File: src/assert_macros.svh
// Assertion macros shared by the radial gradient disc RTL.
// Depends on a clock named clk and a reset named rst in the using module.
`ifndef ASSERT_MACROS_SVH
`define ASSERT_MACROS_SVH

// Checked every cycle outside reset.
`define RGD_ASSERT(label, expr, msg) \
  label: assert property (@(posedge clk) disable iff (rst) (expr)) else $error(msg);

// Implication checked outside reset.
`define RGD_ASSERT_IMP(label, ante, cons, msg) \
  label: assert property (@(posedge clk) disable iff (rst) (ante) |-> (cons)) else $error(msg);

// Checked also during reset.
`define RGD_ASSERT_RST(label, ante, cons, msg) \
  label: assert property (@(posedge clk) (ante) |-> (cons)) else $error(msg);

`endif

File: src/rgd_pkg.sv
// Shared types and constants of the radial gradient disc block.
// No dependencies.
package rgd_pkg;

  localparam int unsigned MAX_DIM_DEF = 1024;
  localparam int unsigned DIM_REG_W   = 11;
  localparam int unsigned COLOR_W     = 8;
  localparam int unsigned COORD_W     = 10;
  localparam int unsigned CFG_IDX_W   = 3;
  localparam int unsigned N_CH        = 3;

  localparam logic [DIM_REG_W-1:0] WIDTH_RST  = 11'd32;
  localparam logic [DIM_REG_W-1:0] HEIGHT_RST = 11'd32;
  localparam logic [COLOR_W-1:0]   PEAK_RST   = 8'd255;
  localparam logic [COLOR_W-1:0]   ALPHA_ON   = 8'd255;

  typedef enum logic [CFG_IDX_W-1:0] {
    REG_WIDTH  = 3'd0,
    REG_HEIGHT = 3'd1,
    REG_RED    = 3'd2,
    REG_GREEN  = 3'd3,
    REG_BLUE   = 3'd4
  } cfg_reg_t;

  typedef struct packed {
    logic [COORD_W-1:0] pixel_x;
    logic [COORD_W-1:0] pixel_y;
  } pixel_req_t;

  typedef struct packed {
    logic [COLOR_W-1:0] alpha;
    logic [COLOR_W-1:0] red;
    logic [COLOR_W-1:0] green;
    logic [COLOR_W-1:0] blue;
  } pixel_rsp_t;

endpackage

File: src/rgd_div_cell.sv
// One quotient bit step of the restoring divide by the disc diameter.
// Depends on rgd_pkg.
module rgd_div_cell #(
  parameter int unsigned CW = 11
) (
  input  logic                        clk,
  input  logic                        rst,
  input  logic                        en,
  input  logic                        valid_prev,
  input  logic                        in_disc_prev,
  input  logic [CW-1:0]               m_prev,
  input  logic [rgd_pkg::N_CH-1:0][CW-1:0]              rem_prev,
  input  logic [rgd_pkg::N_CH-1:0][rgd_pkg::COLOR_W-1:0] bits_prev,
  input  logic [rgd_pkg::N_CH-1:0][rgd_pkg::COLOR_W-1:0] q_prev,
  output logic                        valid,
  output logic                        in_disc,
  output logic [CW-1:0]               m,
  output logic [rgd_pkg::N_CH-1:0][CW-1:0]              rem,
  output logic [rgd_pkg::N_CH-1:0][rgd_pkg::COLOR_W-1:0] bits,
  output logic [rgd_pkg::N_CH-1:0][rgd_pkg::COLOR_W-1:0] q
);

  localparam int unsigned QW = rgd_pkg::COLOR_W;

  logic [rgd_pkg::N_CH-1:0][CW-1:0] rem_next;
  logic [rgd_pkg::N_CH-1:0][QW-1:0] bits_next;
  logic [rgd_pkg::N_CH-1:0][QW-1:0] q_next;

  always_comb begin
    logic [CW:0] r2;
    for (int c = 0; c < rgd_pkg::N_CH; c++) begin
      r2 = {rem_prev[c], bits_prev[c][QW-1]};
      bits_next[c] = {bits_prev[c][QW-2:0], 1'b0};
      if (r2 >= {1'b0, m_prev}) begin
        rem_next[c] = CW'(r2 - {1'b0, m_prev});
        q_next[c]   = {q_prev[c][QW-2:0], 1'b1};
      end else begin
        rem_next[c] = CW'(r2);
        q_next[c]   = {q_prev[c][QW-2:0], 1'b0};
      end
    end
  end

  always_ff @(posedge clk) begin
    if (rst) begin
      valid <= 1'b0;
    end else if (en) begin
      valid <= valid_prev;
    end
  end

  always_ff @(posedge clk) begin
    if (en) begin
      in_disc <= in_disc_prev;
      m       <= m_prev;
      rem     <= rem_next;
      bits    <= bits_next;
      q       <= q_next;
    end
  end

endmodule

File: config.mk
export PLATFORM = sky130hd
export DESIGN_NAME = rgd_div_cell
export DESIGN_NICKNAME = d
export VERILOG_FILES = /design/src/assert_macros.svh /design/src/rgd_pkg.sv /design/src/rgd_div_cell.sv
export SDC_FILE = /design/constraint.sdc
export NUM_CORES = 1
export LEC_CHECK = 0
export BUFFER_PORTS_ARGS = -buffer_cell sky130_fd_sc_hd__buf_4
export CAP_MARGIN = 15
export CORE_UTILIZATION = 45
export DETAILED_ROUTE_END_ITERATION = 7
export PLACE_DENSITY = 0.74
export SLEW_MARGIN = 20
export SYNTH_ARGS = -nofsm -noshare
export SYNTH_HDL_FRONTEND = slang
export SYNTH_SLANG_ARGS = --single-unit
File: constraint.sdc
create_clock -name clk -period 3.3 [get_ports clk]
set_input_delay 0.66 -clock clk [delete_from_list [all_inputs] [get_ports clk]]
set_output_delay 0.66 -clock clk [all_outputs]
set_load 0.005 [all_outputs]
After elaboration in Yosys (flattened, before gate mapping)
Cells that the tools add are included.

Add/sub/neg operators: 3. Order comparisons: 3. Multiplexer cells: 6.

Operator list (number): >= comparator 12 x 11 -> 1 bit (3); 2-to-1 mux 11 bit (3); subtractor 11 bit (3); 2-to-1 mux 1 bit (3).

Bits in registers: 91. Input port bits: 97. Output and inout bits: 94. Word-level logic and storage cells: 24.

Logic depth before layout (Yosys ltp)
Depth after elaboration: 2. Mapped depth: 10. Mapped depth without buffers: 9.

Worst setup path after synthesis
OpenSTA, ideal clock, no wires.

Path kind: in2reg. Start point: input port bits_prev[7] (netlist name). End point: register rem[3] (netlist name), data pin. Setup time: 260 ps. Data arrival time: 2571 ps. Required time: 3040 ps. Slack: 468 ps. Stages on the path: 10. Path buffers: 1. Cells stage by stage: inv_1 -> ha_1 -> fa_1 -> nand2b_1 -> a21oi_2 -> a41o_1 -> a21oi_2 -> o31ai_4 -> buf_12 -> mux2_4.

RTL lines: start: declaration (line rgd_div_cell.sv:13) `input logic [rgd_pkg::N_CH-1:0][rgd_pkg::COLOR_W-1:0] bits_prev,`; end signal: assignment (line rgd_div_cell.sv:56) `rem <= rem_next;`; end: declaration (line rgd_div_cell.sv:18) `output logic [rgd_pkg::N_CH-1:0][CW-1:0] rem,`.

==> flow_summary.toml <==
[outcome]
status = "finished, final reports clean"

[worst_hold_path]
hp-start = "rst"
whs_path_depth = 2
hold_path_class = "input pin to flop"
holdPathEnd = "valid$_SDFFE_PP0P_"

[floorplan]
placeableCoreArea_um2 = 9955
die_h_um = 104.2
die-area_um2 = 10850
initial_core_util_pct = 47.18
rows = 36
ioPinCount = 191
die_w_um = 104.2

[timing]
slew_headroom_pct = 65.24
period_minus_slack_ps = 2671
tightestPinTransition_ps = 521.4
clock_skew_ps = 0
drv_slew = 0
fin_setup_tns_ps = 0
hold_viol_final = 0
hold_slack_ps = 452.2
timing.fmax_mhz = 374.4
grt_setup_unrepaired = "false"
finalCritPeriodShare_pct = 80.94
layout_setup_ws_ps = 628.9
finalSetupViolCount = 0

[drt]
vias = 3395
detail_route.drc_violations = 0
wl_mm = 10.82
drtPass1Iterations = 4
via_per_inst = 5.075
routedWlPerCell_um = 16.17
drt_iter0_markers = 92
antenna_left = 0

[yosys]
synth-seq-cells = 91
synth_cells = 331
synth_top_cell_by_area = "edfxtp_1"
yosys_most_used_dff = "edfxtp_1"
yosys.area.top_type_share_pct = 57.54
syn-cell-area_um2 = 4697
synthTopCellsByArea = "edfxtp_1 (58%), ha_1 (8.8%), xnor2_1 (3.5%), mux2_1 (2.9%), a21oi_1 (2.3%)"
synth_seq_area_share_pct = 57.96
ys_async_sr_fraction_pct = 0
synth.distinct_cells = 49
ys_warn_count = 0
syn_avg_cell_area_um2 = 14.19
synth-edff-count = 90

[setup_path]
worstPathCellList = "buf_4 -> ha_1 -> fa_1 -> nand2b_1 -> a21oi_2 -> a41o_1 -> a21oi_2 -> o31ai_4 -> buf_4 -> mux2_2"
crit_arrival_ps = 2780
required_ps = 3410
cp_num_buf_inv = 2
cp_slowest_cell = "fa_1"
end_kind = "flop"
start_kind = "input pin"
path_delay_family = "adder cells"
timing.rr.end = "valid$_SDFFE_PP0P_"
cp_max_fo = 9
path_class = "input pin to flop"
ff2ff_path_depth = 2
r2r_slack_ps = 2710
r2r_start = "valid$_SDFFE_PP0P_"
slowest_delay_ps = 390

[clocking]
cts_root_buf = "clkbuf_8"
cts_tree = "built"
cts_resized = 0
h-tree-depth = 3
post_cts_buffers = 0
clock-sinks = 91
hold_buffers = 0
clockBufferDepth = 2
numCtsBuffers = 9
clk_pin_slew_ps = 100
clock_insertion_delay_worst_skew_ps = 350

[power_and_ir_drop]
ir_worst_vdd_mv = 0.2198
leakage_nw = 2.868
p_per_area_nw_per_um2 = 459.9

[global_route]
antenna_found_initial = 0
grt_pass1_wl_mm = 16.54
grt_pass1_vias = 3344
grtUsageTotal_pct = 19.89
grt_overflow = 0
grt_max_degree = 56

[job]
maxCapViolCount = 0

[finish]
area_growth_pct = 37.67
fin_nets = 664
drive_above_1_share_pct = 43.84
antennaDiodeCount = 0

[placed_design]
place_hpwl_mm = 8.514
place.gp.congestion = 0.8457
portBuffers = 184
place_ws_ps = 251.2
cell usage in the layout (no fill, tap or decap), types with 2 or more instances in the layout:
master,n
a211oi_1,2
a21o_1,6
a21oi_1,22
a21oi_2,5
a31oi_1,2
a41o_1,4
buf_4,192
clkbuf_8,9
conb_1,3
edfxtp_1,90
fa_1,3
ha_1,33
inv_1,18
inv_6,2
mux2_1,12
mux2_2,8
mux2_4,7
mux2i_1,7
nand2_1,12
nand2b_1,5
nand3_1,2
nor2_1,17
nor2b_1,3
nor3_1,4
o211ai_1,3
o21a_1,4
o21ai_0,8
o21ai_1,2
o21ai_2,2
o31a_1,2
xnor2_1,19
xor2_1,5
state kept, by name (all words and copies together), names as in the netlist:
register and cells:
rem 33, valid 1, m 11, q 24, bits 21, in_disc 1
where the power goes:
group	internal (mW)	total, mW	switching, mW
Combinational	0.427	0.749	0.323
Sequential	1.42	1.46	0.0359
Clock	0.357	0.765	0.408
Total	2.21	2.97	0.767
synth_stat cells, types with 7 or more instances:
| library cell | count |
|---|---|
| nand2_1 | 12 |
| nor2_1 | 17 |
| ha_1 | 33 |
| o21ai_0 | 8 |
| mux2_1 | 12 |
| a21oi_1 | 22 |
| xnor2_1 | 19 |
| mux2i_1 | 7 |
| inv_1 | 18 |
| mux2_4 | 7 |
| edfxtp_1 | 90 |
| mux2_2 | 8 |
per-stage QoR:
stage / area (um^2) / power (mW) / util, % / std cells
after floorplan: 4705 / 1.862 / - / 333
after global placement: 6267 / 2.222 / 62.96 / 653
after detailed placement: 6267 / 2.239 / 62.96 / 653
after CTS: 6466 / 3.004 / 64.96 / 669
after global routing: 6466 / 3.108 / 64.96 / 669
final: 6466 / 2.974 / 64.96 / 669
logic make-up (layout without fill, tap and decap cells):
family / after synthesis / in the layout / synth area share, %
AOI/OAI and AO/OA: 75 / 75 / 11.48
xor gates and xnor gates: 24 / 24 / 4.475
adders and majority gates: 36 / 36 / 10.07
buffers and inverters: 24 / 227 / 2.824
DFF: 91 / 91 / 57.96
muxes: 34 / 34 / 8.524
other: 1 / 3 / 0.07984
and+or+nand+nor: 46 / 46 / 4.582
worst max path at each step:
stage / from / to / slack, ps / cells past startpoint
final: m_prev[0] / rem[2]$_DFFE_PP_ / 630 / 10
after global routing: m_prev[0] / rem[2]$_DFFE_PP_ / 500 / 10
after CTS: m_prev[0] / rem[2]$_DFFE_PP_ / 640 / 10
after detailed placement: m_prev[0] / rem[2]$_DFFE_PP_ / 250 / 10
after global placement: m_prev[0] / rem[2]$_DFFE_PP_ / 280 / 10
after floorplan: bits_prev[7] / rem[3]$_DFFE_PP_ / 470 / 10
layout make-up:
| cell class | instances | area [um^2] |
|---|---|---|
| Sequential cell | 91 | 2723 |
| Multi-Input combinational cell | 218 | 1849 |
| Inverter | 18 | 67.56 |
| Tap cell | 133 | 166.4 |
| Fill cell | 773 | 3488 |
| Clock buffer | 9 | 123.9 |
| Timing Repair Buffer | 193 | 1461 |
| Clock inverter | 7 | 75.07 |
metal layers:
metal | share of wire (%) | vias up | track usage, %
met2 | 51 | 144 | 35.76
met1 | 40 | 1581 | 22.46
met4 | 2.0 | 0 | 8.469
met5 | 0 | - | 0
met3 | 6.5 | 14 | 4.699
li1 | - | 1656 | -
(Power assumes the default switching activity.)
