==> config.mk <==
export PLATFORM = sky130hd
export DESIGN_NAME = rgd_sqrt_cell
export DESIGN_NICKNAME = d
export VERILOG_FILES = /design/src/assert_macros.svh /design/src/rgd_pkg.sv /design/src/rgd_sqrt_cell.sv
export SDC_FILE = /design/constraint.sdc
export NUM_CORES = 1
export LEC_CHECK = 0
export BUFFER_PORTS_ARGS = -buffer_cell sky130_fd_sc_hd__buf_4
export CORE_AREA = 2 2 192 194
export DETAILED_ROUTE_END_ITERATION = 8
export DIE_AREA = 0 0 194 196
export PLACE_DENSITY = 0.62
export SLEW_MARGIN = 20
export SYNTH_ARGS = -nofsm -noshare
export SYNTH_HDL_FRONTEND = slang
export SYNTH_SLANG_ARGS = --single-unit
==> constraint.sdc <==
create_clock -name clk -period 4.53 [get_ports clk]
set_clock_uncertainty 0.15 [all_clocks]
set_input_delay 0.2265 -clock clk [delete_from_list [all_inputs] [get_ports clk]]
set_output_delay 0.2265 -clock clk [all_outputs]
set_load 0.005 [all_outputs]
==> src/assert_macros.svh <==
// Assertion macros shared by the radial gradient disc RTL.
// Depends on a clock named clk and a reset named rst in the using module.
`ifndef ASSERT_MACROS_SVH
`define ASSERT_MACROS_SVH

// Checked every cycle outside reset.
`define RGD_ASSERT(label, expr, msg) \
  label: assert property (@(posedge clk) disable iff (rst) (expr)) else $error(msg);

// Implication checked outside reset.
`define RGD_ASSERT_IMP(label, ante, cons, msg) \
  label: assert property (@(posedge clk) disable iff (rst) (ante) |-> (cons)) else $error(msg);

// Checked also during reset.
`define RGD_ASSERT_RST(label, ante, cons, msg) \
  label: assert property (@(posedge clk) (ante) |-> (cons)) else $error(msg);

`endif

==> src/rgd_pkg.sv <==
// Shared types and constants of the radial gradient disc block.
// No dependencies.
package rgd_pkg;

  localparam int unsigned MAX_DIM_DEF = 1024;
  localparam int unsigned DIM_REG_W   = 11;
  localparam int unsigned COLOR_W     = 8;
  localparam int unsigned COORD_W     = 10;
  localparam int unsigned CFG_IDX_W   = 3;
  localparam int unsigned N_CH        = 3;

  localparam logic [DIM_REG_W-1:0] WIDTH_RST  = 11'd32;
  localparam logic [DIM_REG_W-1:0] HEIGHT_RST = 11'd32;
  localparam logic [COLOR_W-1:0]   PEAK_RST   = 8'd255;
  localparam logic [COLOR_W-1:0]   ALPHA_ON   = 8'd255;

  typedef enum logic [CFG_IDX_W-1:0] {
    REG_WIDTH  = 3'd0,
    REG_HEIGHT = 3'd1,
    REG_RED    = 3'd2,
    REG_GREEN  = 3'd3,
    REG_BLUE   = 3'd4
  } cfg_reg_t;

  typedef struct packed {
    logic [COORD_W-1:0] pixel_x;
    logic [COORD_W-1:0] pixel_y;
  } pixel_req_t;

  typedef struct packed {
    logic [COLOR_W-1:0] alpha;
    logic [COLOR_W-1:0] red;
    logic [COLOR_W-1:0] green;
    logic [COLOR_W-1:0] blue;
  } pixel_rsp_t;

endpackage

==> src/rgd_sqrt_cell.sv <==
// One digit step of the bit-serial square root chain, three color lanes.
// Depends on rgd_pkg.
module rgd_sqrt_cell #(
  parameter int unsigned RW     = 19,
  parameter int unsigned SIDE_W = 12
) (
  input  logic                        clk,
  input  logic                        rst,
  input  logic                        en,
  input  logic                        valid_prev,
  input  logic [rgd_pkg::N_CH-1:0][2*RW-1:0] n_prev,
  input  logic [rgd_pkg::N_CH-1:0][RW+1:0]   rem_prev,
  input  logic [rgd_pkg::N_CH-1:0][RW-1:0]   root_prev,
  input  logic [SIDE_W-1:0]           side_prev,
  output logic                        valid,
  output logic [rgd_pkg::N_CH-1:0][2*RW-1:0] n,
  output logic [rgd_pkg::N_CH-1:0][RW+1:0]   rem,
  output logic [rgd_pkg::N_CH-1:0][RW-1:0]   root,
  output logic [SIDE_W-1:0]           side
);

  logic [rgd_pkg::N_CH-1:0][2*RW-1:0] n_next;
  logic [rgd_pkg::N_CH-1:0][RW+1:0]   rem_next;
  logic [rgd_pkg::N_CH-1:0][RW-1:0]   root_next;

  always_comb begin
    logic [RW+3:0] r2;
    logic [RW+3:0] trial;
    for (int c = 0; c < rgd_pkg::N_CH; c++) begin
      r2    = {rem_prev[c], n_prev[c][2*RW-1:2*RW-2]};
      trial = {2'b00, root_prev[c], 2'b01};
      n_next[c] = {n_prev[c][2*RW-3:0], 2'b00};
      if (r2 >= trial) begin
        rem_next[c]  = (RW+2)'(r2 - trial);
        root_next[c] = {root_prev[c][RW-2:0], 1'b1};
      end else begin
        rem_next[c]  = (RW+2)'(r2);
        root_next[c] = {root_prev[c][RW-2:0], 1'b0};
      end
    end
  end

  always_ff @(posedge clk) begin
    if (rst) begin
      valid <= 1'b0;
    end else if (en) begin
      valid <= valid_prev;
    end
  end

  always_ff @(posedge clk) begin
    if (en) begin
      n    <= n_next;
      rem  <= rem_next;
      root <= root_next;
      side <= side_prev;
    end
  end

endmodule

After elaboration in Yosys (flattened, before gate mapping)
Index checks and enable logic that the tools add are counted.
{"block": "totals", "ff_bits": 241, "latch_bits": 0, "ramBits": 0, "mem_bits_ro": 0, "in_bits": 250, "out_inout_bits": 247, "word_cells": 23, "n_memories": 0}
{"block": "classes", "addsub": 3, "n_mul": 0, "n_div": 0, "order_cmp": 3, "eq_ne": 0, "shift": 0, "muxes": 6, "bitwise_logic": 0, "n_reduce_logical": 0}
{"cell": "23-bit by 21-bit >= comparator with 1-bit output", "n": 3}
{"cell": "21-bit 2-to-1 mux", "n": 3}
{"cell": "21-bit subtractor", "n": 3}
{"cell": "1-bit 2-to-1 mux", "n": 3}

Depth between registers and ports, before layout
Gate-level depths: netlist of run 1.
{"block": "depth", "ltp_word": 2, "mapped_depth": 11, "depth_no_buf": 9}

Least setup slack after synthesis of run 1
OpenSTA, ideal clock, no wires.
{"block": "synth_timing", "path_type": "input port to flip-flop", "from": "in root_prev[33] in the netlist's numbering", "to": "reg rem[23] in the netlist's numbering (data pin)", "setup_time_ps": 260, "t_arrival_ps": 2494, "required_ps": 4120, "setup_slack_ps": 1626, "path_stages": 10, "n_path_buf": 1, "path_cell_list": "inv_1 -> ha_1 -> a21o_1 -> a21o_1 -> a21o_1 -> a221o_1 -> a2111oi_4 -> o21ai_2 -> buf_6 -> mux2_4"}
{"element": "start: declaration", "line_no": "rgd_sqrt_cell.sv:13", "source": "input logic [rgd_pkg::N_CH-1:0][RW-1:0] root_prev,"}
{"element": "end signal: assignment", "line_no": "rgd_sqrt_cell.sv:54", "source": "rem <= rem_next;"}
{"element": "end: declaration", "line_no": "rgd_sqrt_cell.sv:17", "source": "output logic [rgd_pkg::N_CH-1:0][RW+1:0] rem,"}

==> impl_results.html, run 1 <==
<table>
<tr><th>Metric</th><th>Value</th></tr>
<tr><th colspan="2">Placed design</th></tr>
<tr><td>Global placer's final weighted congestion</td><td>0.871</td></tr>
<tr><td>Setup WS pre-CTS</td><td>1.29 ns</td></tr>
<tr><td>Detailed placement HPWL</td><td>27.7 mm</td></tr>
<tr><td>Buffers on Ports</td><td>490</td></tr>
<tr><th colspan="2">GRT</th></tr>
<tr><td>Total routing resource utilization after global routing</td><td>0.197</td></tr>
<tr><td>Number of global-route vias before repair</td><td>10300</td></tr>
<tr><td>Antenna violations before repair</td><td>3</td></tr>
<tr><td>Global-route wire length before repair</td><td>about 60 mm</td></tr>
<tr><td>GRT Residual Overflow</td><td>0</td></tr>
<tr><td>Pin count of the biggest net entering global routing</td><td>130</td></tr>
<tr><th colspan="2">Die</th></tr>
<tr><td>Die area</td><td>about 38000 µm²</td></tr>
<tr><td>Overall die height</td><td>196 µm</td></tr>
<tr><td>Core box area</td><td>36100 µm²</td></tr>
<tr><td>Initial Utilization</td><td>0.320</td></tr>
<tr><td>Number of I/O pins</td><td>497</td></tr>
<tr><td>Chip width</td><td>194 µm</td></tr>
<tr><td>Row count</td><td>70</td></tr>
<tr><th colspan="2">Detailed routing</th></tr>
<tr><td>Via/cell ratio</td><td>~4.7</td></tr>
<tr><td>Routed length per instance</td><td>18.7 µm</td></tr>
<tr><td>Number of detailed-routing iterations run before antenna repair</td><td>5</td></tr>
<tr><td>Violation count after the first detailed-route iteration</td><td>513</td></tr>
<tr><td>Number of remaining DRC errors</td><td>0</td></tr>
<tr><td>Total number of vias</td><td>around 10000</td></tr>
<tr><td>Number of nets with antenna violations after detailed routing</td><td>0</td></tr>
<tr><td>Final routed wirelength across all metal layers</td><td>39.2 mm</td></tr>
<tr><th colspan="2">Yosys</th></tr>
<tr><td>Most repeated cell in the gate-level netlist after synthesis</td><td>sky130_fd_sc_hd__edfxtp_1</td></tr>
<tr><td>Commonest cells post-synth</td><td>sky130_fd_sc_hd__edfxtp_1, sky130_fd_sc_hd__inv_1, sky130_fd_sc_hd__ha_1</td></tr>
<tr><td>EDFF count, synth</td><td>240</td></tr>
<tr><td>Yosys Warn Count</td><td>0</td></tr>
<tr><td>Cell area after technology mapping</td><td>around 12000 µm²</td></tr>
<tr><td>Synth Area in Simple Gates</td><td>0.0790</td></tr>
<tr><td>Cells after Synth</td><td>between 800 and 900</td></tr>
<tr><td>Post-synth cell types</td><td>roughly 60</td></tr>
<tr><td>Fraction of registers with async set/reset</td><td>0</td></tr>
<tr><td>Dominant combinational cell family by area after synthesis</td><td>compound AO/OA/AOI/OAI gates</td></tr>
<tr><td>Number of flip-flops and latches in the synthesized netlist</td><td>241</td></tr>
<tr><td>Top cell type by total area after synthesis</td><td>sky130_fd_sc_hd__edfxtp_1</td></tr>
<tr><td>Share of the synthesized area in the top cell type</td><td>0.624</td></tr>
<tr><td>Xor and xnor area share after synthesis</td><td>0.0356</td></tr>
<tr><td>Mean post-synth cell area</td><td>around 13 µm²</td></tr>
<tr><td>Synth Area in Compound Gates</td><td>0.109</td></tr>
<tr><td>Largest cells by area after synthesis</td><td>sky130_fd_sc_hd__edfxtp_1, sky130_fd_sc_hd__ha_1, sky130_fd_sc_hd__xnor2_1, sky130_fd_sc_hd__inv_1, sky130_fd_sc_hd__mux2_4</td></tr>
<tr><td>Share of the yosys chip area belonging to registers</td><td>0.626</td></tr>
<tr><td>Post-Synth Adder-Cell Area</td><td>0.0682</td></tr>
<tr><td>Most instantiated flip-flop cell in the synthesis netlist</td><td>sky130_fd_sc_hd__edfxtp_1</td></tr>
<tr><td>Mux cell area share after synthesis</td><td>0.0445</td></tr>
<tr><th colspan="2">Worst setup path</th></tr>
<tr><td>Crit path max-delay cell type</td><td>sky130_fd_sc_hd__dlygate4sd3_1</td></tr>
<tr><td>Top cell family by delay on the critical path</td><td>buffers and inverters</td></tr>
<tr><td>Data required, critical path</td><td>about 4.7 ns</td></tr>
<tr><td>Top fanout value on the critical path</td><td>5</td></tr>
<tr><td>Depth of the most critical reg-to-reg path</td><td>3</td></tr>
<tr><td>Category of the most critical setup path</td><td>in -&gt; reg</td></tr>
<tr><td>Critical path's largest stage delay</td><td>0.62 ns</td></tr>
<tr><td>Count of buffer and inverter cells on the critical path</td><td>4</td></tr>
<tr><td>Terminus of the critical flop-to-flop path</td><td>valid$_SDFFE_PP0P_</td></tr>
<tr><td>Flop-to-flop setup slack</td><td>3.16 ns</td></tr>
<tr><td>Kind of start point of the critical path</td><td>primary input</td></tr>
<tr><td>R2r startpoint</td><td>valid$_SDFFE_PP0P_</td></tr>
<tr><td>Critical-path cell list</td><td>dlygate4sd3_1 -&gt; buf_4 -&gt; ha_1 -&gt; a21o_1 -&gt; a21o_1 -&gt; a21o_1 -&gt; a221o_1 -&gt; a2111oi_4 -&gt; dlygate4sd3_1 -&gt; o22ai_1 -&gt; dlygate4sd3_1</td></tr>
<tr><td>Category of the worst setup path capture point</td><td>register</td></tr>
<tr><td>Arrival time of the worst setup path</td><td>roughly 3.9 ns</td></tr>
<tr><th colspan="2">Clocking</th></tr>
<tr><td>CTS max path bufs</td><td>3</td></tr>
<tr><td>Clock insertion delay at the later pin of the skew report</td><td>0.56 ns</td></tr>
<tr><td>Post-CTS repair timing setup buffer count</td><td>0</td></tr>
<tr><td>CTS hold repair buffers</td><td>242</td></tr>
<tr><td>Count of cells resized by post-cts repair</td><td>0</td></tr>
<tr><td>CTS Root Buffer Type</td><td>sky130_fd_sc_hd__clkbuf_16</td></tr>
<tr><td>Clock buffer count from CTS</td><td>28</td></tr>
<tr><td>CTS tree</td><td>done</td></tr>
<tr><td>Number of sinks handled by clock tree synthesis</td><td>241</td></tr>
<tr><td>H-tree depth reported by CTS</td><td>1</td></tr>
<tr><td>Clk pin slew, worst setup/hold paths</td><td>around 0.060 ns</td></tr>
<tr><th colspan="2">Cells and area</th></tr>
<tr><td>Area added between synthesis and finish</td><td>65.8%</td></tr>
<tr><td>Layout Utilization</td><td>0.531</td></tr>
<tr><td>NumNets Final</td><td>1926</td></tr>
<tr><td>Share of layout cells above drive strength 1</td><td>0.355</td></tr>
<tr><th colspan="2">STA</th></tr>
<tr><td>Final period util</td><td>0.833</td></tr>
<tr><td>Final-report hold violation count</td><td>0</td></tr>
<tr><td>Final setup viols</td><td>0</td></tr>
<tr><td>Worst Hold Slack</td><td>0.0361 ns</td></tr>
<tr><td>Slack of the critical path</td><td>0.755 ns</td></tr>
<tr><td>Worst slew pin tran</td><td>roughly 1.1 ns</td></tr>
<tr><td>Worst max-slew margin expressed relative to the limit</td><td>0.275</td></tr>
<tr><td>Final TNS setup</td><td>0 ns</td></tr>
<tr><td>Fin. max-slew vios</td><td>0</td></tr>
<tr><td>Maximum clock rate</td><td>265 MHz</td></tr>
<tr><td>RSZ-0062 raised after global routing</td><td>no</td></tr>
<tr><td>Minimum period implied by the final worst setup slack</td><td>roughly 3.8 ns</td></tr>
<tr><th colspan="2">Job</th></tr>
<tr><td>Max-Cap Viols</td><td>0</td></tr>
<tr><th colspan="2">Status</th></tr>
<tr><td>Run status</td><td>finished clean</td></tr>
<tr><th colspan="2">Hold path</th></tr>
<tr><td>Number of cells on the worst hold path</td><td>4</td></tr>
<tr><td>Hold worst-path end</td><td>rem[62]$_DFFE_PP_</td></tr>
<tr><td>Startpoint of the worst hold path</td><td>rem_prev[61]</td></tr>
<tr><td>Worst hold path type</td><td>in -&gt; reg</td></tr>
<tr><th colspan="2">Power</th></tr>
<tr><td>Cell Pwr Density</td><td>346 nW/µm²</td></tr>
<tr><td>Power consumption</td><td>6620 µW</td></tr>
<tr><td>Highest ir drop seen on vdd</td><td>0.279 mV</td></tr>
<tr><td>Leakage power total</td><td>0.00829 µW</td></tr>
</table>
==> sequential cells by signal, summed over array words and instances (netlist names) <==
name / cells
root: 57
n: 108
rem: 63
side: 12
valid: 1
==> power by group <==
part | internal (µW) | switching (µW) | leakage (µW)
Clock | 1410 | 929 | 0.000459
Sequential | 2730 | 73.9 | 0.00236
Combinational | 826 | 647 | 0.00548
==> logic make-up after synthesis <==
group / Yosys count
xor gates and xnor gates: 47
AOI/OAI and AO/OA: 191
DFF: 241
buffers and inverters: 104
adders and majority gates: 63
and+or+nand+nor: 182
muxes: 41
other: 1
==> placed cells by master (no fill, tap or decap), drive strengths merged, types with 7 or more instances in the layout <==
| cell | Yosys | routed |
|---|---|---|
| a211oi | 7 | 7 |
| a21o | 24 | 24 |
| a21oi | 46 | 46 |
| and2 | 8 | 8 |
| buf | 11 | 496 |
| clkbuf | 19 | 32 |
| clkinv | 0 | 11 |
| dlygate4sd3 | 0 | 242 |
| edfxtp | 240 | 240 |
| ha | 63 | 63 |
| inv | 74 | 75 |
| mux2 | 35 | 35 |
| nand2 | 57 | 57 |
| nand3 | 14 | 14 |
| nand4 | 11 | 11 |
| nor2 | 31 | 31 |
| nor2b | 9 | 9 |
| nor3 | 17 | 17 |
| o211ai | 7 | 7 |
| o21a | 7 | 7 |
| o21ai | 45 | 45 |
| xnor2 | 35 | 35 |
| xor2 | 12 | 12 |
==> tightest hold or removal path: stages <==
cell and delay [ns]:
sky130_fd_sc_hd__buf_4 0.07, sky130_fd_sc_hd__or3_1 0.10, sky130_fd_sc_hd__or4b_2 0.11, sky130_fd_sc_hd__o31ai_1 0.06
==> metal layers <==
layer,routed length (µm),part of all wire,vias to the layer above,GRT usage
met5,13,0.00033,-,0
li1,-,-,4748,-
met4,1130,0.029,2,0.0699
met1,15500,0.39,4755,0.238
met3,2970,0.076,72,0.0480
met2,19700,0.50,402,0.342
==> final cells by class <==
| type | count | area [µm²] |
|---|---|---|
| Fill cell | 2995 | 16900 |
| Sequential cell | 241 | 7230 |
| Timing Repair Buffer | 738 | 6180 |
| Multi-Input combinational cell | 530 | 3940 |
| Clock buffer | 32 | 716 |
| Tap cell | 468 | 586 |
| Inverter | 74 | 278 |
| Clock inverter | 18 | 226 |
| Antenna cell | 2 | 5.00 |
==> worst max-delay path by stage <==
| stage | slack (ns) | end | cells past startpoint | startpoint |
|---|---|---|---|---|
| floorplan | 1.63 | rem[23]$_DFFE_PP_ | 10 | root_prev[33] |
| global placement | 1.36 | rem[34]$_DFFE_PP_ | 10 | rem_prev[35] |
| detailed placement | 1.29 | rem[29]$_DFFE_PP_ | 10 | rem_prev[35] |
| CTS | 0.79 | rem[40]$_DFFE_PP_ | 11 | rem_prev[35] |
| global route | 0.66 | rem[40]$_DFFE_PP_ | 13 | root_prev[30] |
| finish | 0.75 | rem[40]$_DFFE_PP_ | 11 | rem_prev[35] |
==> stage by stage <==
stage / cells / cell area [µm²]
after detailed placement: 1809 / 15800
after CTS: 2101 / 19100
final: 2103 / 19200
after floorplan: 875 / 11600
after global routing: 2103 / 19200
after global placement: 1809 / 15800
Power figures use the tool's default switching activity.
==> run 2: changes to the inputs <==
--- a/config.mk
+++ b/config.mk
@@ -6,10 +6,10 @@
 export NUM_CORES = 1
 export LEC_CHECK = 0
 export BUFFER_PORTS_ARGS = -buffer_cell sky130_fd_sc_hd__buf_4
-export CORE_AREA = 2 2 192 194
+export CORE_AREA = 2 2 191 193
 export DETAILED_ROUTE_END_ITERATION = 8
-export DIE_AREA = 0 0 194 196
-export PLACE_DENSITY = 0.62
+export DIE_AREA = 0 0 193 195
+export PLACE_DENSITY = 0.64
 export SLEW_MARGIN = 20
 export SYNTH_ARGS = -nofsm -noshare
 export SYNTH_HDL_FRONTEND = slang
==> constraint.sdc (replaced) <==
create_clock -name clk -period 3.09 [get_ports clk]
set_clock_uncertainty 0.15 [all_clocks]
set_input_delay 0.1545 -clock clk [delete_from_list [all_inputs] [get_ports clk]]
set_output_delay 0.1545 -clock clk [all_outputs]
set_load 0.005 [all_outputs]
==> run 2 against run 1 <==
Combinational power increased by 50%. Cell area increased by 0.69%. Register-to-register slack got worse by 1.4 ns. Die area decreased by 1.0%. Clock-buffer cell count unchanged. Sequential share of layout area decreased by 0.26 points. Global-route usage increased by 0.42 points. Worst hold slack got worse by 0.0058 ns. Critical endpoint is now rem[32]$_DFFE_PP_.
==> impl_results.html, run 2 (same netlist as run 1, synthesis figures left out) <==
<table>
<tr><th>Metric</th><th>Value</th></tr>
<tr><th colspan="2">Status</th></tr>
<tr><td>Run status</td><td>finished clean</td></tr>
<tr><th colspan="2">Cells and area</th></tr>
<tr><td>Most flop-heavy register</td><td>n</td></tr>
<tr><td>NumNets Final</td><td>around 2000</td></tr>
<tr><td>Top flop regs</td><td>n x108, rem x63, root x57</td></tr>
<tr><td>Area added between synthesis and finish</td><td>66.9%</td></tr>
<tr><td>Layout Utilization</td><td>0.545</td></tr>
<tr><td>Share of layout cells above drive strength 1</td><td>0.362</td></tr>
<tr><td>Summed area of non-filler cells in the final layout</td><td>19300 µm²</td></tr>
<tr><td>Flip-flop count of the largest register, all copies and words added</td><td>108</td></tr>
<tr><td>Top library cells by usage in the layout, fill and taps aside</td><td>sky130_fd_sc_hd__buf_4, sky130_fd_sc_hd__dlygate4sd3_1, sky130_fd_sc_hd__edfxtp_1, sky130_fd_sc_hd__inv_1, sky130_fd_sc_hd__ha_1</td></tr>
<tr><td>Final Instance Count excl. Fillers</td><td>2120</td></tr>
<tr><td>Commonest non-fill, non-tap cell in the layout</td><td>sky130_fd_sc_hd__buf_4</td></tr>
<tr><th colspan="2">GRT</th></tr>
<tr><td>Antenna violations before repair</td><td>4</td></tr>
<tr><td>GR met1 Demand/Resource</td><td>0.231</td></tr>
<tr><td>GRT Residual Overflow</td><td>0</td></tr>
<tr><td>Most Used Layer, Global Route</td><td>met2</td></tr>
<tr><td>GRT met3 Usage</td><td>0.0453</td></tr>
<tr><td>Met2 Track Usage GR</td><td>0.367</td></tr>
<tr><td>Total routing resource utilization after global routing</td><td>0.201</td></tr>
<tr><td>Number of global-route vias before repair</td><td>around 10000</td></tr>
<tr><td>Pin count of the biggest net entering global routing</td><td>70</td></tr>
<tr><td>Global-route wire length before repair</td><td>slightly below 60 mm</td></tr>
<tr><th colspan="2">STA</th></tr>
<tr><td>Worst max-slew margin expressed relative to the limit</td><td>0.593</td></tr>
<tr><td>Final setup viols</td><td>0</td></tr>
<tr><td>Worst slew pin tran</td><td>0.604 ns</td></tr>
<tr><td>RSZ-0062 raised after global routing</td><td>no</td></tr>
<tr><td>Final period util</td><td>0.970</td></tr>
<tr><td>Final TNS setup</td><td>0 ns</td></tr>
<tr><td>Fin. max-slew vios</td><td>0</td></tr>
<tr><td>Minimum period implied by the final worst setup slack</td><td>about 3.0 ns</td></tr>
<tr><td>Worst Hold Slack</td><td>0.0303 ns</td></tr>
<tr><td>Maximum clock rate</td><td>334 MHz</td></tr>
<tr><td>Final-report hold violation count</td><td>0</td></tr>
<tr><th colspan="2">Power</th></tr>
<tr><td>Leakage power total</td><td>0.00837 µW</td></tr>
<tr><td>Cell Pwr Density</td><td>490 nW/µm²</td></tr>
<tr><td>Highest ir drop seen on vdd</td><td>0.426 mV</td></tr>
<tr><th colspan="2">Placed design</th></tr>
<tr><td>Buffers on Ports</td><td>490</td></tr>
<tr><td>Global placer's final weighted congestion</td><td>0.909</td></tr>
<tr><td>Cell Count Post-Placement</td><td>between 1500 and 2000</td></tr>
<tr><td>Detailed placement HPWL</td><td>~29 mm</td></tr>
<tr><td>Area post-placement</td><td>15900 µm²</td></tr>
<tr><th colspan="2">Die</th></tr>
<tr><td>Chip width</td><td>193 µm</td></tr>
<tr><td>Core box area</td><td>35400 µm²</td></tr>
<tr><td>Row count</td><td>69</td></tr>
<tr><td>Die area</td><td>between 30000 and 40000 µm²</td></tr>
<tr><td>Initial Utilization</td><td>0.326</td></tr>
<tr><td>Number of I/O pins</td><td>497</td></tr>
<tr><td>Overall die height</td><td>195 µm</td></tr>
<tr><th colspan="2">Worst setup path</th></tr>
<tr><td>Arrival time of the worst setup path</td><td>3.16 ns</td></tr>
<tr><td>Category of the worst setup path capture point</td><td>register</td></tr>
<tr><td>Kind of start point of the critical path</td><td>primary input</td></tr>
<tr><td>Data required, critical path</td><td>3.25 ns</td></tr>
<tr><td>Top fanout value on the critical path</td><td>18</td></tr>
<tr><td>Category of the most critical setup path</td><td>in -&gt; reg</td></tr>
<tr><th colspan="2">Detailed routing</th></tr>
<tr><td>Total number of vias</td><td>10100</td></tr>
<tr><td>Number of nets with antenna violations after detailed routing</td><td>0</td></tr>
<tr><td>Routed length per instance</td><td>between 15 and 20 µm</td></tr>
<tr><td>Final routed wirelength across all metal layers</td><td>40.0 mm</td></tr>
<tr><td>Number of remaining DRC errors</td><td>0</td></tr>
<tr><td>Violation count after the first detailed-route iteration</td><td>591</td></tr>
<tr><td>Number of detailed-routing iterations run before antenna repair</td><td>5</td></tr>
<tr><td>Via/cell ratio</td><td>4.77</td></tr>
<tr><th colspan="2">Hold path</th></tr>
<tr><td>Worst hold path type</td><td>in -&gt; reg</td></tr>
<tr><th colspan="2">Clocking</th></tr>
<tr><td>Post-CTS repair timing setup buffer count</td><td>0</td></tr>
<tr><td>Clk pin slew, worst setup/hold paths</td><td>0.06 ns</td></tr>
<tr><td>Number of sinks handled by clock tree synthesis</td><td>241</td></tr>
<tr><td>CTS max path bufs</td><td>3</td></tr>
<tr><td>H-tree depth reported by CTS</td><td>1</td></tr>
<tr><td>CTS Root Buffer Type</td><td>sky130_fd_sc_hd__clkbuf_16</td></tr>
<tr><td>Clock insertion delay at the later pin of the skew report</td><td>0.56 ns</td></tr>
<tr><td>CTS tree</td><td>done</td></tr>
<tr><td>Clock buffer count from CTS</td><td>28</td></tr>
<tr><th colspan="2">Job</th></tr>
<tr><td>Max-Cap Viols</td><td>0</td></tr>
</table>
run 2: repair_timing:
action                                 4_1_cts  5_1_grt
endpoints found under the hold margin      304        0
resized for setup                            0        1
hold buffers                               246        0
setup endpoints to repair                    0        1
run 2: worst max-delay path, stage by stage:
cell and delay [ns]:
sky130_fd_sc_hd__dlygate4sd3_1 0.54, sky130_fd_sc_hd__buf_4 0.14, sky130_fd_sc_hd__ha_1 0.36, sky130_fd_sc_hd__a21o_1 0.20
sky130_fd_sc_hd__a21o_1 0.18, sky130_fd_sc_hd__a21o_1 0.18, sky130_fd_sc_hd__a221o_1 0.38, sky130_fd_sc_hd__a2111oi_4 0.39
sky130_fd_sc_hd__o21ai_2 0.14, sky130_fd_sc_hd__buf_12 0.18, sky130_fd_sc_hd__mux2_4 0.30
run 2: path summary, 6_finish.rpt:
kind                       from            endpoint  slack, ns  cells after the start
max                rem_prev[35]   rem[32]$_DFFE_PP_       0.09                     11
min                rem_prev[61]  root[38]$_DFFE_PP_       0.03                      5
max reg2reg  valid$_SDFFE_PP0P_  valid$_SDFFE_PP0P_       1.76                      3
min reg2reg  valid$_SDFFE_PP0P_  valid$_SDFFE_PP0P_       0.95                      3
run 2: area by class of cell:
class	count	area (µm²)
multi-input combinational	530	3940
sequential	241	7230
clock buffer	32	716
antenna	3	7.51
fill	2897	16100
clock inverter	19	150
tap	461	577
timing repair buffer	760	6390
inverter	74	278
run 2: through the flow:
step	setup slack [ns]	power (µW)
2_1_floorplan	0.258	4970
3_5_place_dp	0.0943	6090
4_1_cts	0.132	9530
3_3_place_gp	0.126	6050
5_1_grt	0.0248	9880
6_report	0.0919	9450
run 2: power by group:
group | switching [µW] | total [µW] | internal, µW
clock network | 1390 | 3140 | 1750
registers | 113 | 4110 | 4000
logic | 961 | 2200 | 1240
run 2: metal layers:
layer | vias to the layer above | wire length, µm
met1 | 4840 | 15400
met5 | - | 11
met3 | 58 | 3100
met2 | 413 | 20400
li1 | 4797 | -
met4 | 2 | 1100
==> run 3: changes to the inputs <==
--- a/config.mk
+++ b/config.mk
@@ -6,10 +6,13 @@
 export NUM_CORES = 1
 export LEC_CHECK = 0
 export BUFFER_PORTS_ARGS = -buffer_cell sky130_fd_sc_hd__buf_4
-export CORE_AREA = 2 2 191 193
+export CELL_PAD_IN_SITES_DETAIL_PLACEMENT = 1
+export CELL_PAD_IN_SITES_GLOBAL_PLACEMENT = 1
+export CORE_ASPECT_RATIO = 0.6
+export CORE_MARGIN = 1.5
+export CORE_UTILIZATION = 34
 export DETAILED_ROUTE_END_ITERATION = 8
-export DIE_AREA = 0 0 193 195
-export PLACE_DENSITY = 0.64
+export PLACE_DENSITY = 0.82
 export SLEW_MARGIN = 20
 export SYNTH_ARGS = -nofsm -noshare
 export SYNTH_HDL_FRONTEND = slang
==> run 3 against run 2 <==
Global-route usage is 9.7 points higher. Sequential power rose by 1%. Critical path depth grew 1. Worst setup slack worse by 0.053 ns. Sequential share of layout area grew 0.20 points. First-iteration DRC count increased by 53%. Final cell count down 0.47%. Power increased by 2.9%. Clock power grew 1%. Wire length is 37% higher. Flip-flop and latch count stayed put. Non-clock buffer count shrank 2. Critical endpoint is now rem[39]$_DFFE_PP_.
==> impl_results.html, run 3 (same netlist as run 1, synthesis figures left out) <==
<table>
<tr><th>Metric</th><th>Value</th></tr>
<tr><th colspan="2">STA</th></tr>
<tr><td>Worst max-slew margin expressed relative to the limit</td><td>0.567</td></tr>
<tr><td>Final period util</td><td>0.987</td></tr>
<tr><td>Minimum period implied by the final worst setup slack</td><td>3.05 ns</td></tr>
<tr><td>Maximum clock rate</td><td>around 330 MHz</td></tr>
<tr><td>Slack of the critical path</td><td>0.0387 ns</td></tr>
<tr><td>Final-report hold violation count</td><td>0</td></tr>
<tr><td>Fin. max-slew vios</td><td>0</td></tr>
<tr><td>Worst slew pin tran</td><td>0.634 ns</td></tr>
<tr><td>Final setup viols</td><td>0</td></tr>
<tr><th colspan="2">Hold path</th></tr>
<tr><td>Hold worst-path end</td><td>rem[40]$_DFFE_PP_</td></tr>
<tr><td>Number of cells on the worst hold path</td><td>4</td></tr>
<tr><td>Worst hold path type</td><td>in -&gt; reg</td></tr>
<tr><td>Startpoint of the worst hold path</td><td>rem_prev[41]</td></tr>
<tr><th colspan="2">Worst setup path</th></tr>
<tr><td>R2r startpoint</td><td>valid$_SDFFE_PP0P_</td></tr>
<tr><td>Kind of start point of the critical path</td><td>primary input</td></tr>
<tr><td>Category of the worst setup path capture point</td><td>register</td></tr>
<tr><td>Arrival time of the worst setup path</td><td>3.19 ns</td></tr>
<tr><td>Terminus of the critical flop-to-flop path</td><td>valid$_SDFFE_PP0P_</td></tr>
<tr><td>Data required, critical path</td><td>3.23 ns</td></tr>
<tr><td>Category of the most critical setup path</td><td>in -&gt; reg</td></tr>
<tr><td>Top fanout value on the critical path</td><td>5</td></tr>
<tr><td>Flop-to-flop setup slack</td><td>roughly 1.7 ns</td></tr>
<tr><td>Depth of the most critical reg-to-reg path</td><td>3</td></tr>
<tr><th colspan="2">Detailed routing</th></tr>
<tr><td>Via/cell ratio</td><td>5.21</td></tr>
<tr><td>Final routed wirelength across all metal layers</td><td>55.0 mm</td></tr>
<tr><td>Number of remaining DRC errors</td><td>0</td></tr>
<tr><td>Violation count after the first detailed-route iteration</td><td>905</td></tr>
<tr><td>Routed length per instance</td><td>~26 µm</td></tr>
<tr><td>Number of detailed-routing iterations run before antenna repair</td><td>5</td></tr>
<tr><td>Total number of vias</td><td>11000</td></tr>
<tr><td>Number of nets with antenna violations after detailed routing</td><td>0</td></tr>
<tr><th colspan="2">Cells and area</th></tr>
<tr><td>Flip-flop count of the largest register, all copies and words added</td><td>108</td></tr>
<tr><td>Summed area of non-filler cells in the final layout</td><td>approximately 19000 µm²</td></tr>
<tr><td>NumNets Final</td><td>1943</td></tr>
<tr><td>Share of layout cells above drive strength 1</td><td>0.365</td></tr>
<tr><td>Commonest non-fill, non-tap cell in the layout</td><td>sky130_fd_sc_hd__buf_4</td></tr>
<tr><td>Most flop-heavy register</td><td>n</td></tr>
<tr><td>Area added between synthesis and finish</td><td>66.1%</td></tr>
<tr><td>Top library cells by usage in the layout, fill and taps aside</td><td>sky130_fd_sc_hd__buf_4, sky130_fd_sc_hd__dlygate4sd3_1, sky130_fd_sc_hd__edfxtp_1, sky130_fd_sc_hd__inv_1, sky130_fd_sc_hd__ha_1</td></tr>
<tr><td>Top flop regs</td><td>n x108, rem x63, root x57</td></tr>
<tr><th colspan="2">Clocking</th></tr>
<tr><td>Clk pin slew, worst setup/hold paths</td><td>0.06 ns</td></tr>
<tr><td>CTS tree</td><td>done</td></tr>
<tr><td>Clock insertion delay at the later pin of the skew report</td><td>0.56 ns</td></tr>
<tr><td>Number of sinks handled by clock tree synthesis</td><td>241</td></tr>
<tr><td>H-tree depth reported by CTS</td><td>1</td></tr>
<tr><td>CTS max path bufs</td><td>3</td></tr>
<tr><td>Clock buffer count from CTS</td><td>25</td></tr>
<tr><td>CTS Root Buffer Type</td><td>sky130_fd_sc_hd__clkbuf_16</td></tr>
<tr><th colspan="2">Placed design</th></tr>
<tr><td>Global placer's final weighted congestion</td><td>0.876</td></tr>
<tr><td>Setup WS pre-CTS</td><td>0.106 ns</td></tr>
<tr><td>Buffers on Ports</td><td>490</td></tr>
<tr><td>Detailed placement HPWL</td><td>approximately 33 mm</td></tr>
<tr><td>Area post-placement</td><td>15900 µm²</td></tr>
<tr><th colspan="2">GRT</th></tr>
<tr><td>Number of global-route vias before repair</td><td>11800</td></tr>
<tr><td>Antenna violations before repair</td><td>7</td></tr>
<tr><td>Global-route wire length before repair</td><td>about 78 mm</td></tr>
<tr><td>GRT Residual Overflow</td><td>0</td></tr>
<tr><td>Total routing resource utilization after global routing</td><td>0.298</td></tr>
<tr><td>Pin count of the biggest net entering global routing</td><td>75</td></tr>
<tr><th colspan="2">Die</th></tr>
<tr><td>Initial Utilization</td><td>0.344</td></tr>
<tr><td>Row count</td><td>52</td></tr>
<tr><td>Core box area</td><td>33600 µm²</td></tr>
<tr><td>Die area</td><td>~35000 µm²</td></tr>
<tr><td>Chip width</td><td>about 240 µm</td></tr>
<tr><td>Overall die height</td><td>146 µm</td></tr>
<tr><td>Number of I/O pins</td><td>497</td></tr>
<tr><th colspan="2">Power</th></tr>
<tr><td>Leakage power total</td><td>0.00833 µW</td></tr>
<tr><td>Cell Pwr Density</td><td>507 nW/µm²</td></tr>
<tr><td>Power consumption</td><td>9730 µW</td></tr>
<tr><td>Highest ir drop seen on vdd</td><td>0.362 mV</td></tr>
<tr><th colspan="2">Job</th></tr>
<tr><td>Max-Cap Viols</td><td>0</td></tr>
<tr><th colspan="2">Status</th></tr>
<tr><td>Run status</td><td>finished clean</td></tr>
</table>
## run 3: changes by cell type in the layout (fill, tap and decap cells not counted), sizes merged
cell         before  now
dlygate4sd3     246  242
clkinvlp          2    1
clkbuf           32   28
bufinv            1    3
buf             514  516
clkinv           15    9
diode             3    6
## run 3: metrics by stage
step	hold WS [ns]	instances	setup TNS, ns	util
5_1_grt	0.0287	2110	-0.00314	0.571
2_1_floorplan	0.0769	875	0	-
3_3_place_gp	0.162	1819	0	0.474
3_5_place_dp	0.166	1819	0	0.474
6_report	0.0485	2110	0	0.571
4_1_cts	0.0179	2103	0	0.570
## run 3: power by group
| part | internal, µW | total, µW | switching (µW) | leakage (µW) |
|---|---|---|---|---|
| clock network | 1730 | 3180 | 1450 | 0.000385 |
| registers | 4000 | 4150 | 153 | 0.00236 |
| logic | 1250 | 2400 | 1150 | 0.00559 |
## run 3: area by class of cell
| cell class | instances | area, µm² |
|---|---|---|
| diodes | 6 | 15.0 |
| clock buffers | 28 | 637 |
| clock inverters | 14 | 146 |
| fillers | 3512 | 14400 |
| inverters | 74 | 278 |
| multi-input cells | 530 | 3960 |
| flip-flops and latches | 241 | 7230 |
| well taps | 459 | 574 |
| repair buffers | 758 | 6350 |
## run 3: worst max path at each step
stage	from	end	slack (ns)
finish	root_prev[19]	rem[39]$_DFFE_PP_	0.04
global route	rem_prev[1]	rem[20]$_DFFE_PP_	-0.003
CTS	rem_prev[21]	rem[39]$_DFFE_PP_	0.07
detailed placement	rem_prev[21]	rem[39]$_DFFE_PP_	0.11
global placement	rem_prev[21]	rem[39]$_DFFE_PP_	0.15
floorplan	root_prev[33]	rem[23]$_DFFE_PP_	0.26
## run 3: routing by layer
metal,GRT usage,wire length (µm)
met4,0.128,2320
met3,0.0668,3940
met5,0,10
met2,0.536,28500
met1,0.337,20300
## run 3: timing repair
action	CTS	global route
setup endpoints to repair	0	43
gates resized for setup	0	10
hold endpoints to repair	287	0
hold buffers	242	0
buffers inserted	0	1
## run 3: worst max-delay path, stage by stage
cell and delay (ns):
sky130_fd_sc_hd__dlygate4sd3_1 0.55, sky130_fd_sc_hd__buf_4 0.11, sky130_fd_sc_hd__inv_1 0.05, sky130_fd_sc_hd__ha_1 0.35, sky130_fd_sc_hd__nor2b_1 0.20, sky130_fd_sc_hd__o31a_1 0.29
sky130_fd_sc_hd__o41ai_2 0.30, sky130_fd_sc_hd__buf_4 0.22, sky130_fd_sc_hd__o21bai_1 0.21, sky130_fd_sc_hd__a311oi_1 0.38, sky130_fd_sc_hd__xnor2_1 0.11, sky130_fd_sc_hd__mux2_4 0.26
